**config.mk**
```make
export PLATFORM = sky130hd
export DESIGN_NAME = one_wire_master_timing
export DESIGN_NICKNAME = d
export VERILOG_FILES = /design/src/sv/owmt_pkg.sv /design/src/sv/one_wire_master_timing.sv
export SDC_FILE = /design/constraint.sdc
export NUM_CORES = 1
export LEC_CHECK = 0
export ABC_AREA = 1
export BUFFER_PORTS_ARGS = -buffer_cell sky130_fd_sc_hd__clkbuf_2
export CAP_MARGIN = 0
export CORE_MARGIN = 2
export CORE_UTILIZATION = 55
export CTS_CLUSTER_SIZE = 10
export DETAILED_ROUTE_END_ITERATION = 16
export MAX_ROUTING_LAYER = met4
export PLACE_DENSITY = 0.73
export SETUP_SLACK_MARGIN = 0.15
export SYNTH_ARGS = -nofsm -noshare
export SYNTH_HDL_FRONTEND = slang
export SYNTH_SLANG_ARGS = --single-unit
```
**constraint.sdc**
```tcl
create_clock -name clk -period 12.2 [get_ports clk]
set_clock_uncertainty 0.15 [all_clocks]
set_input_delay 1.83 -clock clk [delete_from_list [all_inputs] [get_ports clk]]
set_output_delay 1.83 -clock clk [all_outputs]
set_load 0.1 [all_outputs]
```
**src/sv/owmt_pkg.sv**
```systemverilog
package owmt_pkg;

  localparam int COUNT_BITS = 10;
  localparam int BYTE_BITS  = 8;
  localparam int IDX_BITS   = $clog2(BYTE_BITS);

  localparam logic [COUNT_BITS-1:0] RESET_RELEASE_TIME  = COUNT_BITS'(30);
  localparam logic [COUNT_BITS-1:0] WRITE_ZERO_RECOVERY = COUNT_BITS'(5);
  localparam logic [COUNT_BITS-1:0] COUNT_MAX           = '1;

  localparam logic [COUNT_BITS-1:0] RST_RESET_LOW_TIME      = COUNT_BITS'(500);
  localparam logic [COUNT_BITS-1:0] RST_PRESENCE_WAIT_LIMIT = COUNT_BITS'(100);
  localparam logic [COUNT_BITS-1:0] RST_PRESENCE_LOW_LIMIT  = COUNT_BITS'(240);
  localparam logic [COUNT_BITS-1:0] RST_SLOT_START_LOW      = COUNT_BITS'(10);
  localparam logic [COUNT_BITS-1:0] RST_READ_SAMPLE_DELAY   = COUNT_BITS'(2);
  localparam logic [COUNT_BITS-1:0] RST_READ_RECOVERY_TIME  = COUNT_BITS'(45);
  localparam logic [COUNT_BITS-1:0] RST_WRITE_ONE_HIGH_TIME = COUNT_BITS'(58);
  localparam logic [COUNT_BITS-1:0] RST_WRITE_ZERO_LOW_TIME = COUNT_BITS'(70);

  typedef enum logic [1:0] {
    OP_TICK  = 2'd0,
    OP_RESET = 2'd1,
    OP_WRITE = 2'd2,
    OP_READ  = 2'd3
  } op_t;

  typedef enum logic [1:0] {
    ST_OK          = 2'd0,
    ST_NO_PRESENCE = 2'd1,
    ST_PRES_LONG   = 2'd2,
    ST_REFUSED     = 2'd3
  } status_t;

  typedef enum logic [2:0] {
    REG_RESET_LOW_TIME      = 3'd0,
    REG_PRESENCE_WAIT_LIMIT = 3'd1,
    REG_PRESENCE_LOW_LIMIT  = 3'd2,
    REG_SLOT_START_LOW      = 3'd3,
    REG_READ_SAMPLE_DELAY   = 3'd4,
    REG_READ_RECOVERY_TIME  = 3'd5,
    REG_WRITE_ONE_HIGH_TIME = 3'd6,
    REG_WRITE_ZERO_LOW_TIME = 3'd7
  } cfg_reg_t;

  typedef enum logic [3:0] {
    PH_IDLE      = 4'd0,
    PH_RST_LOW   = 4'd1,
    PH_RST_REL   = 4'd2,
    PH_PRES_WAIT = 4'd3,
    PH_PRES_LOW  = 4'd4,
    PH_WR_LOW    = 4'd5,
    PH_WR_REL    = 4'd6,
    PH_RD_LOW    = 4'd7,
    PH_RD_WAIT   = 4'd8,
    PH_RD_REC    = 4'd9
  } phase_t;

  typedef enum logic [1:0] {
    RD_FROM_LOW    = 2'd0,
    RD_FROM_WAIT   = 2'd1,
    RD_FROM_SAMPLE = 2'd2
  } rd_mode_t;

  typedef struct packed {
    phase_t                phase;
    logic [IDX_BITS-1:0]   idx;
    logic [BYTE_BITS-1:0]  sb;
    logic                  fin;
  } slot_step_t;

  typedef struct packed {
    logic                  drive_low;
    logic                  busy_res;
    logic                  done_res;
    status_t               status;
    logic [BYTE_BITS-1:0]  read_data;
  } result_t;

  // enter a write slot at bit b, skipping slots of zero length
  function automatic slot_step_t wr_chain(
    input logic [IDX_BITS:0]   b,
    input logic [BYTE_BITS-1:0] sb,
    input logic                 one_zero_len,
    input logic                 ssl_nz,
    input logic                 wzl_nz
  );
    slot_step_t r;
    logic       found;
    r.phase = PH_IDLE;
    r.idx   = '0;
    r.sb    = sb;
    r.fin   = 1'b1;
    found   = 1'b0;
    for (int k = 0; k < BYTE_BITS; k++) begin
      if (!found && k >= int'(b) && !(sb[k] && one_zero_len)) begin
        found = 1'b1;
        r.idx = IDX_BITS'(k);
      end
    end
    if (found) begin
      r.fin = 1'b0;
      if (sb[r.idx] ? ssl_nz : wzl_nz) begin
        r.phase = PH_WR_LOW;
      end else begin
        r.phase = PH_WR_REL;
      end
    end
    return r;
  endfunction

  // enter a read slot part at bit b, skipping parts of zero length
  function automatic slot_step_t rd_chain(
    input rd_mode_t             mode,
    input logic [IDX_BITS:0]    b,
    input logic [BYTE_BITS-1:0] sb,
    input logic                 line,
    input logic                 ssl_nz,
    input logic                 rsd_nz,
    input logic                 rrt_nz
  );
    slot_step_t r;
    logic       do_sample;
    r.phase   = PH_IDLE;
    r.idx     = b[IDX_BITS-1:0];
    r.sb      = sb;
    r.fin     = 1'b0;
    do_sample = 1'b0;
    case (mode)
      RD_FROM_LOW: begin
        if (b[IDX_BITS]) begin
          r.fin = 1'b1;
        end else if (ssl_nz) begin
          r.phase = PH_RD_LOW;
        end else if (rsd_nz) begin
          r.phase = PH_RD_WAIT;
        end else begin
          do_sample = 1'b1;
        end
      end
      RD_FROM_WAIT: begin
        if (rsd_nz) begin
          r.phase = PH_RD_WAIT;
        end else begin
          do_sample = 1'b1;
        end
      end
      default: do_sample = 1'b1;
    endcase
    if (do_sample) begin
      r.sb[b[IDX_BITS-1:0]] = r.sb[b[IDX_BITS-1:0]] | line;
      if (rrt_nz) begin
        r.phase = PH_RD_REC;
      end else if (b[IDX_BITS-1:0] == IDX_BITS'(BYTE_BITS - 1)) begin
        r.fin = 1'b1;
      end else if (ssl_nz) begin
        r.phase = PH_RD_LOW;
        r.idx   = b[IDX_BITS-1:0] + 1'b1;
      end else if (rsd_nz) begin
        r.phase = PH_RD_WAIT;
        r.idx   = b[IDX_BITS-1:0] + 1'b1;
      end else begin
        for (int k = 0; k < BYTE_BITS; k++) begin
          if (k > int'(b)) begin
            r.sb[k] = r.sb[k] | line;
          end
        end
        r.fin = 1'b1;
      end
    end
    return r;
  endfunction

endpackage

```
**src/sv/one_wire_master_timing.sv**
```systemverilog
// One-wire bus master stepped by microsecond ticks. Each input transaction is either a tick
// (carrying the bus level seen during the last microsecond) or a command (bus reset with
// presence detect, write byte, read byte; commands are taken only while idle, else refused
// with status 3). Every input transaction yields exactly one result transaction, registered
// in the output stage and held until the receiver takes it, holding the drive
// for the next microsecond, busy, done, status and the last byte read. One item per clock
// is sustained while the receiver keeps taking results: the whole step is a single pass from
// the accepted item and the phase counter into the result register, and a two-entry output
// stage keeps the input side ready while one result waits. The configuration port is always
// ready and is meant to be written while the block is idle.
module one_wire_master_timing (
  input  logic        clk,
  input  logic        rst_n,
  input  logic        in_tvalid,
  output logic        in_tready,
  input  logic [15:0] in_tdata,   // data_byte[7:0], line_level[8], zero
  input  logic [1:0]  in_tuser,   // op[1:0]
  output logic        out_tvalid,
  input  logic        out_tready,
  output logic [15:0] out_tdata,  // drive_low[0], busy_res[1], done_res[2], status[4:3],
                                  // read_data[12:5], zero
  input  logic        cfg_valid,
  output logic        cfg_ready,
  input  logic [2:0]  cfg_index,
  input  logic [9:0]  cfg_data
);

  localparam int CB = owmt_pkg::COUNT_BITS;
  localparam int BB = owmt_pkg::BYTE_BITS;
  localparam int IB = owmt_pkg::IDX_BITS;

  // configuration registers
  logic [CB-1:0] reset_low_time_r, presence_wait_limit_r, presence_low_limit_r;
  logic [CB-1:0] slot_start_low_r, read_sample_delay_r, read_recovery_time_r;
  logic [CB-1:0] write_one_high_time_r, write_zero_low_time_r;

  // bus state
  owmt_pkg::phase_t  phase_r, phase_nxt;
  logic [CB-1:0]     time_count_r, time_count_nxt;
  logic [IB-1:0]     bit_index_r, bit_index_nxt;
  logic [BB-1:0]     shift_byte_r, shift_byte_nxt;
  owmt_pkg::status_t last_status_r, last_status_nxt;
  logic [BB-1:0]     read_result_r, read_result_nxt;

  // output stage
  owmt_pkg::result_t out_r, skid_r, res;
  logic              out_valid_r, skid_valid_r;

  owmt_pkg::op_t     op;
  logic [BB-1:0]     data_byte;
  logic              line_level;
  logic              accept, take;

  logic              cur_bit;
  logic [CB-1:0]     dur, tc_inc;
  logic              ssl_nz, rsd_nz, rrt_nz, wzl_nz, w1h_nz;
  logic              done, refused;
  owmt_pkg::slot_step_t step;

  assign op         = owmt_pkg::op_t'(in_tuser);
  assign data_byte  = in_tdata[BB-1:0];
  assign line_level = in_tdata[BB];

  assign in_tready  = !skid_valid_r;
  assign accept     = in_tvalid && in_tready;
  assign take       = out_valid_r && out_tready;
  assign cfg_ready  = 1'b1;

  assign ssl_nz  = slot_start_low_r != '0;
  assign rsd_nz  = read_sample_delay_r != '0;
  assign rrt_nz  = read_recovery_time_r != '0;
  assign wzl_nz  = write_zero_low_time_r != '0;
  assign w1h_nz  = write_one_high_time_r != '0;
  assign cur_bit = shift_byte_r[bit_index_r];
  assign tc_inc  = (time_count_r == owmt_pkg::COUNT_MAX) ? time_count_r
                                                         : time_count_r + 1'b1;

  always_comb begin
    case (phase_r)
      owmt_pkg::PH_RST_LOW: dur = reset_low_time_r;
      owmt_pkg::PH_RST_REL: dur = owmt_pkg::RESET_RELEASE_TIME;
      owmt_pkg::PH_WR_LOW:  dur = cur_bit ? slot_start_low_r : write_zero_low_time_r;
      owmt_pkg::PH_WR_REL:  dur = cur_bit ? write_one_high_time_r
                                          : owmt_pkg::WRITE_ZERO_RECOVERY;
      owmt_pkg::PH_RD_LOW:  dur = slot_start_low_r;
      owmt_pkg::PH_RD_WAIT: dur = read_sample_delay_r;
      owmt_pkg::PH_RD_REC:  dur = read_recovery_time_r;
      default:              dur = '0;
    endcase
  end

  always_comb begin
    phase_nxt       = phase_r;
    time_count_nxt  = time_count_r;
    bit_index_nxt   = bit_index_r;
    shift_byte_nxt  = shift_byte_r;
    last_status_nxt = last_status_r;
    read_result_nxt = read_result_r;
    done            = 1'b0;
    refused         = 1'b0;
    step            = '0;

    if (op == owmt_pkg::OP_TICK) begin
      case (phase_r)
        owmt_pkg::PH_PRES_WAIT: begin
          if (!line_level) begin
            phase_nxt      = owmt_pkg::PH_PRES_LOW;
            time_count_nxt = CB'(1);
            if (CB'(1) >= presence_low_limit_r) begin
              phase_nxt       = owmt_pkg::PH_IDLE;
              last_status_nxt = owmt_pkg::ST_PRES_LONG;
              done            = 1'b1;
            end
          end else begin
            time_count_nxt = tc_inc;
            if (tc_inc >= presence_wait_limit_r) begin
              phase_nxt       = owmt_pkg::PH_IDLE;
              last_status_nxt = owmt_pkg::ST_NO_PRESENCE;
              done            = 1'b1;
            end
          end
        end
        owmt_pkg::PH_PRES_LOW: begin
          if (line_level) begin
            phase_nxt       = owmt_pkg::PH_IDLE;
            time_count_nxt  = '0;
            last_status_nxt = owmt_pkg::ST_OK;
            done            = 1'b1;
          end else begin
            time_count_nxt = tc_inc;
            if (tc_inc >= presence_low_limit_r) begin
              phase_nxt       = owmt_pkg::PH_IDLE;
              last_status_nxt = owmt_pkg::ST_PRES_LONG;
              done            = 1'b1;
            end
          end
        end
        owmt_pkg::PH_IDLE: ;
        default: begin
          time_count_nxt = tc_inc;
          if (tc_inc >= dur) begin
            time_count_nxt = '0;
            case (phase_r)
              owmt_pkg::PH_RST_LOW: phase_nxt = owmt_pkg::PH_RST_REL;
              owmt_pkg::PH_RST_REL: phase_nxt = owmt_pkg::PH_PRES_WAIT;
              owmt_pkg::PH_WR_LOW: begin
                if (cur_bit && !w1h_nz) begin
                  step = owmt_pkg::wr_chain({1'b0, bit_index_r} + 1'b1, shift_byte_r,
                                            !ssl_nz, ssl_nz, wzl_nz);
                end else begin
                  step.phase = owmt_pkg::PH_WR_REL;
                  step.idx   = bit_index_r;
                  step.sb    = shift_byte_r;
                end
              end
              owmt_pkg::PH_WR_REL:
                step = owmt_pkg::wr_chain({1'b0, bit_index_r} + 1'b1, shift_byte_r,
                                          !ssl_nz && !w1h_nz, ssl_nz, wzl_nz);
              owmt_pkg::PH_RD_LOW:
                step = owmt_pkg::rd_chain(owmt_pkg::RD_FROM_WAIT, {1'b0, bit_index_r},
                                          shift_byte_r, line_level, ssl_nz, rsd_nz, rrt_nz);
              owmt_pkg::PH_RD_WAIT:
                step = owmt_pkg::rd_chain(owmt_pkg::RD_FROM_SAMPLE, {1'b0, bit_index_r},
                                          shift_byte_r, line_level, ssl_nz, rsd_nz, rrt_nz);
              default:
                step = owmt_pkg::rd_chain(owmt_pkg::RD_FROM_LOW, {1'b0, bit_index_r} + 1'b1,
                                          shift_byte_r, line_level, ssl_nz, rsd_nz, rrt_nz);
            endcase
            if (phase_r inside {owmt_pkg::PH_WR_LOW, owmt_pkg::PH_WR_REL,
                                owmt_pkg::PH_RD_LOW, owmt_pkg::PH_RD_WAIT,
                                owmt_pkg::PH_RD_REC}) begin
              bit_index_nxt  = step.idx;
              shift_byte_nxt = step.sb;
              if (step.fin) begin
                phase_nxt       = owmt_pkg::PH_IDLE;
                last_status_nxt = owmt_pkg::ST_OK;
                done            = 1'b1;
                if (phase_r inside {owmt_pkg::PH_RD_LOW, owmt_pkg::PH_RD_WAIT,
                                    owmt_pkg::PH_RD_REC}) begin
                  read_result_nxt = step.sb;
                end
              end else begin
                phase_nxt = step.phase;
              end
            end
          end
        end
      endcase
    end else if (phase_r != owmt_pkg::PH_IDLE) begin
      refused = 1'b1;
    end else begin
      last_status_nxt = owmt_pkg::ST_OK;
      bit_index_nxt   = '0;
      time_count_nxt  = '0;
      case (op)
        owmt_pkg::OP_RESET: begin
          phase_nxt = (reset_low_time_r != '0) ? owmt_pkg::PH_RST_LOW
                                               : owmt_pkg::PH_RST_REL;
        end
        owmt_pkg::OP_WRITE: begin
          step           = owmt_pkg::wr_chain('0, data_byte, !ssl_nz && !w1h_nz,
                                              ssl_nz, wzl_nz);
          shift_byte_nxt = data_byte;
          bit_index_nxt  = step.idx;
          phase_nxt      = step.fin ? owmt_pkg::PH_IDLE : step.phase;
          done           = step.fin;
        end
        default: begin
          step           = owmt_pkg::rd_chain(owmt_pkg::RD_FROM_LOW, '0, '0, line_level,
                                              ssl_nz, rsd_nz, rrt_nz);
          shift_byte_nxt = step.sb;
          bit_index_nxt  = step.idx;
          phase_nxt      = step.fin ? owmt_pkg::PH_IDLE : step.phase;
          done           = step.fin;
          if (step.fin) begin
            read_result_nxt = step.sb;
          end
        end
      endcase
    end

    res.drive_low = phase_nxt inside {owmt_pkg::PH_RST_LOW, owmt_pkg::PH_WR_LOW,
                                      owmt_pkg::PH_RD_LOW};
    res.busy_res  = phase_nxt != owmt_pkg::PH_IDLE;
    res.done_res  = done;
    res.status    = refused ? owmt_pkg::ST_REFUSED : last_status_nxt;
    res.read_data = read_result_nxt;
  end

  always_ff @(posedge clk) begin
    if (!rst_n) begin
      reset_low_time_r      <= owmt_pkg::RST_RESET_LOW_TIME;
      presence_wait_limit_r <= owmt_pkg::RST_PRESENCE_WAIT_LIMIT;
      presence_low_limit_r  <= owmt_pkg::RST_PRESENCE_LOW_LIMIT;
      slot_start_low_r      <= owmt_pkg::RST_SLOT_START_LOW;
      read_sample_delay_r   <= owmt_pkg::RST_READ_SAMPLE_DELAY;
      read_recovery_time_r  <= owmt_pkg::RST_READ_RECOVERY_TIME;
      write_one_high_time_r <= owmt_pkg::RST_WRITE_ONE_HIGH_TIME;
      write_zero_low_time_r <= owmt_pkg::RST_WRITE_ZERO_LOW_TIME;
    end else if (cfg_valid && cfg_ready) begin
      case (owmt_pkg::cfg_reg_t'(cfg_index))
        owmt_pkg::REG_RESET_LOW_TIME:      reset_low_time_r      <= cfg_data;
        owmt_pkg::REG_PRESENCE_WAIT_LIMIT: presence_wait_limit_r <= cfg_data;
        owmt_pkg::REG_PRESENCE_LOW_LIMIT:  presence_low_limit_r  <= cfg_data;
        owmt_pkg::REG_SLOT_START_LOW:      slot_start_low_r      <= cfg_data;
        owmt_pkg::REG_READ_SAMPLE_DELAY:   read_sample_delay_r   <= cfg_data;
        owmt_pkg::REG_READ_RECOVERY_TIME:  read_recovery_time_r  <= cfg_data;
        owmt_pkg::REG_WRITE_ONE_HIGH_TIME: write_one_high_time_r <= cfg_data;
        owmt_pkg::REG_WRITE_ZERO_LOW_TIME: write_zero_low_time_r <= cfg_data;
        default: ;
      endcase
    end
  end

  always_ff @(posedge clk) begin
    if (!rst_n) begin
      phase_r       <= owmt_pkg::PH_IDLE;
      time_count_r  <= '0;
      bit_index_r   <= '0;
      shift_byte_r  <= '0;
      last_status_r <= owmt_pkg::ST_OK;
      read_result_r <= '0;
    end else if (accept) begin
      phase_r       <= phase_nxt;
      time_count_r  <= time_count_nxt;
      bit_index_r   <= bit_index_nxt;
      shift_byte_r  <= shift_byte_nxt;
      last_status_r <= last_status_nxt;
      read_result_r <= read_result_nxt;
    end
  end

  // result register with one skid entry
  always_ff @(posedge clk) begin
    if (!rst_n) begin
      out_valid_r  <= 1'b0;
      skid_valid_r <= 1'b0;
    end else if (skid_valid_r) begin
      if (take) begin
        skid_valid_r <= 1'b0;
      end
    end else if (accept) begin
      if (!out_valid_r || take) begin
        out_valid_r <= 1'b1;
      end else begin
        skid_valid_r <= 1'b1;
      end
    end else if (take) begin
      out_valid_r <= 1'b0;
    end
  end

  always_ff @(posedge clk) begin
    if (skid_valid_r) begin
      if (take) begin
        out_r <= skid_r;
      end
    end else if (accept) begin
      if (!out_valid_r || take) begin
        out_r <= res;
      end else begin
        skid_r <= res;
      end
    end
  end

  assign out_tvalid = out_valid_r;
  assign out_tdata  = {3'b000, out_r.read_data, out_r.status, out_r.done_res,
                       out_r.busy_res, out_r.drive_low};

endmodule

```
==> impl_metrics.csv <==
group,metric,value,unit
finish,antenna_cells,0,
die,die_x,138,um
hold_path,hp-class,"register to register",
setup_path,regToRegSetupSlack,6.58,ns
setup_path,end_kind,"register",
clock_tree,cts_tree,"yes",
finish,syn2layout_area_growth,9.33,%
power_and_ir_drop,p_leak,0.00484,uW
routing,avgRoutedWirePerCell,17.9,um
timing,setup_viol_count_final,0,
timing,rsz0062_at_grt,"false",
power_and_ir_drop,clockPowerShare,38.6,%
routing,drtIter0Drc,1129,
global_routing,grt_max_degree,88,
setup_path,required,12.24,ns
synth,async_flop_share,0,%
clock_tree,cts_buffers,17,
routing,vias_per_cell,5.98,
clock_tree,cts_sinks,143,
synth,synth_cell_type_count,54,
routing,drt-total-wl,30800,um
setup_path,r2r_start,"bit_index_r[0]",
global_routing,grt_overflow_total,0,
clock_tree,clk_latency,0.44,ns
global_routing,grt_pass1_vias,9386,
run,drv_cap,0,
hold_path,min_from,"presence_wait_limit_r[9]",
timing,worstMarginPinSlew,1.23,ns
clock_tree,clkSlewWorstSetupHoldPaths,0.07,ns
placed_design,port_buffers,43,
timing,fin_crit_sh,46.1,%
synth,yosys_warnings,0,
die,rows,48,
synth,yosysMostFrequentCell,"nand2_1",
setup_path,path_class,"register to register",
routing,dr_total_vias,10293,
setup_path,critPathLaunchType,"register",
synth,syn_avg_cell_area,6.69,um2
finish,fin_area,10800,um2
timing,finalSetupTns,0,ns
power_and_ir_drop,powerDensity,134,nW/um2
power_and_ir_drop,power_frac_seq,36.9,%
power_and_ir_drop,vdd_drop_max,0.000107,V
clock_tree,ctsRootBufferMaster,"clkbuf_16",
synth,synth_area_leaders,"dfxtp_1 24%, nand2_1 10%, edfxtp_1 7.9%",
timing,finalMaxSlewViolations,0,
die,die_y,138,um
power_and_ir_drop,p_switching,527,uW
synth,synth_top_cells_by_count,"267 x nand2_1, 194 x inv_1, 156 x nor2_1",
clock_tree,cts_htree_levels,4,
power_and_ir_drop,intPower,912,uW
die,coreArea,17400,um2
synth,synth_edf_count,26,
synth,synth_seq_area_share,31.8,%
timing,slew_headroom,17.8,%
power_and_ir_drop,power_frac_comb,24.5,%
global_routing,antenna_found_initial,0,
placed_design,placed_cell_area,10100,um2
clock_tree,postCtsSetupBuffers,0,
clock_tree,hold_buffers,0,
routing,ant_nets,0,
finish,final_nets,1566,
die,start_util,56.5,%
clock_tree,cts_buffer_depth,2,
timing,period_minus_slack,5.62,ns
clock_tree,cts_resized,0,
setup_path,crit_arrival,5.66,ns
setup_path,r2r_end,"out_tdata[8]",
die,fp.dieArea,19000,um2
global_routing,grtUsageTotal,34.3,%
outcome,status,"finished clean",
setup_path,crit_path_max_fanout,23,
timing,finalHoldViolCount,0,
synth,synthCells,1469,
synth,synth_seq_cells,143,
power_and_ir_drop,switching_share,36.6,%
global_routing,grt_pass1_wl,49000,um
finish,drive_gt1_share,9.22,%
hold_path,holdPathStages,2,
die,pin_count,55,
synth,yosys.area.top_type,"dfxtp_1",
routing,drt_pass1_iterations,6,
placed_design,hpwlAfterDp,22100,um
placed_design,place_congestion,0.988,
routing,drc,0,
hold_path,hold_end,"presence_wait_limit_r[9]",
synth,synth_area,9830,um2
timing,fmax,178,MHz
setup_path,reg2regPathDepth,23,
synth,synth_ff_type,"dfxtp_1",
synth,synth.top_cell.area_share,23.8,%
flip-flops by register name, summed over array words and instances, names as in the netlist:
| register | cells |
|---|---|
| time_count_r | 10 |
| read_recovery_time_r | 10 |
| last_status_r | 2 |
| write_one_high_time_r | 10 |
| presence_low_limit_r | 10 |
| out_tdata | 13 |
| shift_byte_r | 8 |
| read_sample_delay_r | 10 |
| phase_r | 4 |
| skid_r | 13 |
| out_tvalid | 1 |
| bit_index_r | 3 |
| write_zero_low_time_r | 10 |
| slot_start_low_r | 10 |
| reset_low_time_r | 10 |
| read_result_r | 8 |
| presence_wait_limit_r | 10 |
| skid_valid_r | 1 |
cell families after synthesis:
family	Yosys count	synth area share [%]
AOI/OAI and AO/OA	394	23.5
xor gates and xnor gates	8	0.712
adders and majority gates	47	5.98
buffers and inverters	266	10.5
DFF	143	31.8
muxes	1	0.102
other	2	0.0764
and+or+nand+nor	608	27.4
power by group through the flow:
| stage | sequential (uW) | combinational, uW | clock [uW] |
|---|---|---|---|
| global placement | 540 | 340 | 0 |
| detailed placement | 540 | 344 | 0 |
| CTS | 530 | 346 | 558 |
| floorplan | 568 | 229 | 0 |
| global route | 534 | 388 | 577 |
| finish | 531 | 353 | 555 |
layer usage:
layer  wire, um  track usage (%)
met3       2190             4.53
met2      14600             55.6
met4       1110             14.0
met1      12900             43.3
met5          0                -
metrics by stage:
step	setup slack, ns	utilization (%)	power, uW	cells	hold slack, ns
detailed placement	6.83	58.2	884	1689	0.306
global route	6.20	61.7	1500	1721	0.343
floorplan	8.27	-	797	1471	0.285
CTS	6.79	61.7	1430	1721	0.317
finish	6.58	61.7	1440	1721	0.313
global placement	6.86	58.2	880	1689	0.303
worst max path at each step:
stage                          startpoint       endpoint
after floorplan           time_count_r[0]   out_tdata[4]
after CTS                  bit_index_r[0]   out_tdata[8]
after global placement     bit_index_r[0]  out_tdata[12]
final                      bit_index_r[0]   out_tdata[8]
after global routing       bit_index_r[0]  out_tdata[12]
after detailed placement   bit_index_r[0]  out_tdata[11]
worst max-delay path, stage by stage (launching register included):
cell and delay, ns:
dfxtp_1 0.90, inv_2 0.37, a21oi_1 0.21, o21ai_0 0.10, nand3_1 0.09, nand2_1 0.41
inv_1 0.50, nand3_1 0.17, o2111ai_1 0.20, inv_1 0.08, ha_1 0.28, nand2_1 0.08
nor4_1 0.32, nand3_1 0.11, nand3_1 0.16, nand2_1 0.18, nor2_4 0.21, inv_2 0.09
nor2_8 0.17, inv_4 0.08, a21oi_1 0.21, a31oi_2 0.09, nand2_1 0.13, nand2_1 0.06
layout by cell type (no fill, tap or decap), types with 3 or more instances in the layout:
cell | Yosys | final
inv_2 | 13 | 13
edfxtp_1 | 26 | 26
nor2_2 | 11 | 11
clkbuf_2 | 0 | 43
nand3b_1 | 3 | 3
o21ai_0 | 148 | 148
nor4_1 | 9 | 9
nand2_1 | 267 | 267
clkbuf_16 | 0 | 17
o21ai_2 | 5 | 5
a221oi_1 | 16 | 16
nor3_1 | 11 | 11
nand3_1 | 110 | 110
clkinv_1 | 6 | 6
o221ai_1 | 8 | 8
o211ai_1 | 34 | 34
inv_8 | 0 | 4
nand2_2 | 7 | 7
xnor2_1 | 4 | 4
nand3_2 | 4 | 4
nor2_4 | 8 | 8
inv_6 | 0 | 4
o22ai_1 | 4 | 4
nand4_1 | 10 | 10
conb_1 | 2 | 4
ha_1 | 47 | 47
inv_1 | 194 | 194
a22o_1 | 3 | 3
o21ai_1 | 20 | 20
a21oi_1 | 114 | 114
xor2_1 | 4 | 4
a211oi_1 | 7 | 7
a31oi_1 | 13 | 13
dfxtp_1 | 117 | 117
nor2_1 | 156 | 156
o2111ai_1 | 8 | 8
layout make-up:
| class | count | area (um2) |
|---|---|---|
| flip-flops and latches | 143 | 3120 |
| well taps | 225 | 282 |
| repair buffers | 45 | 230 |
| inverters | 214 | 806 |
| fillers | 1658 | 6670 |
| multi-input cells | 1062 | 5690 |
| clock inverters | 15 | 195 |
| clock buffers | 17 | 425 |
No activity file was read; power rests on OpenSTA's default activity.
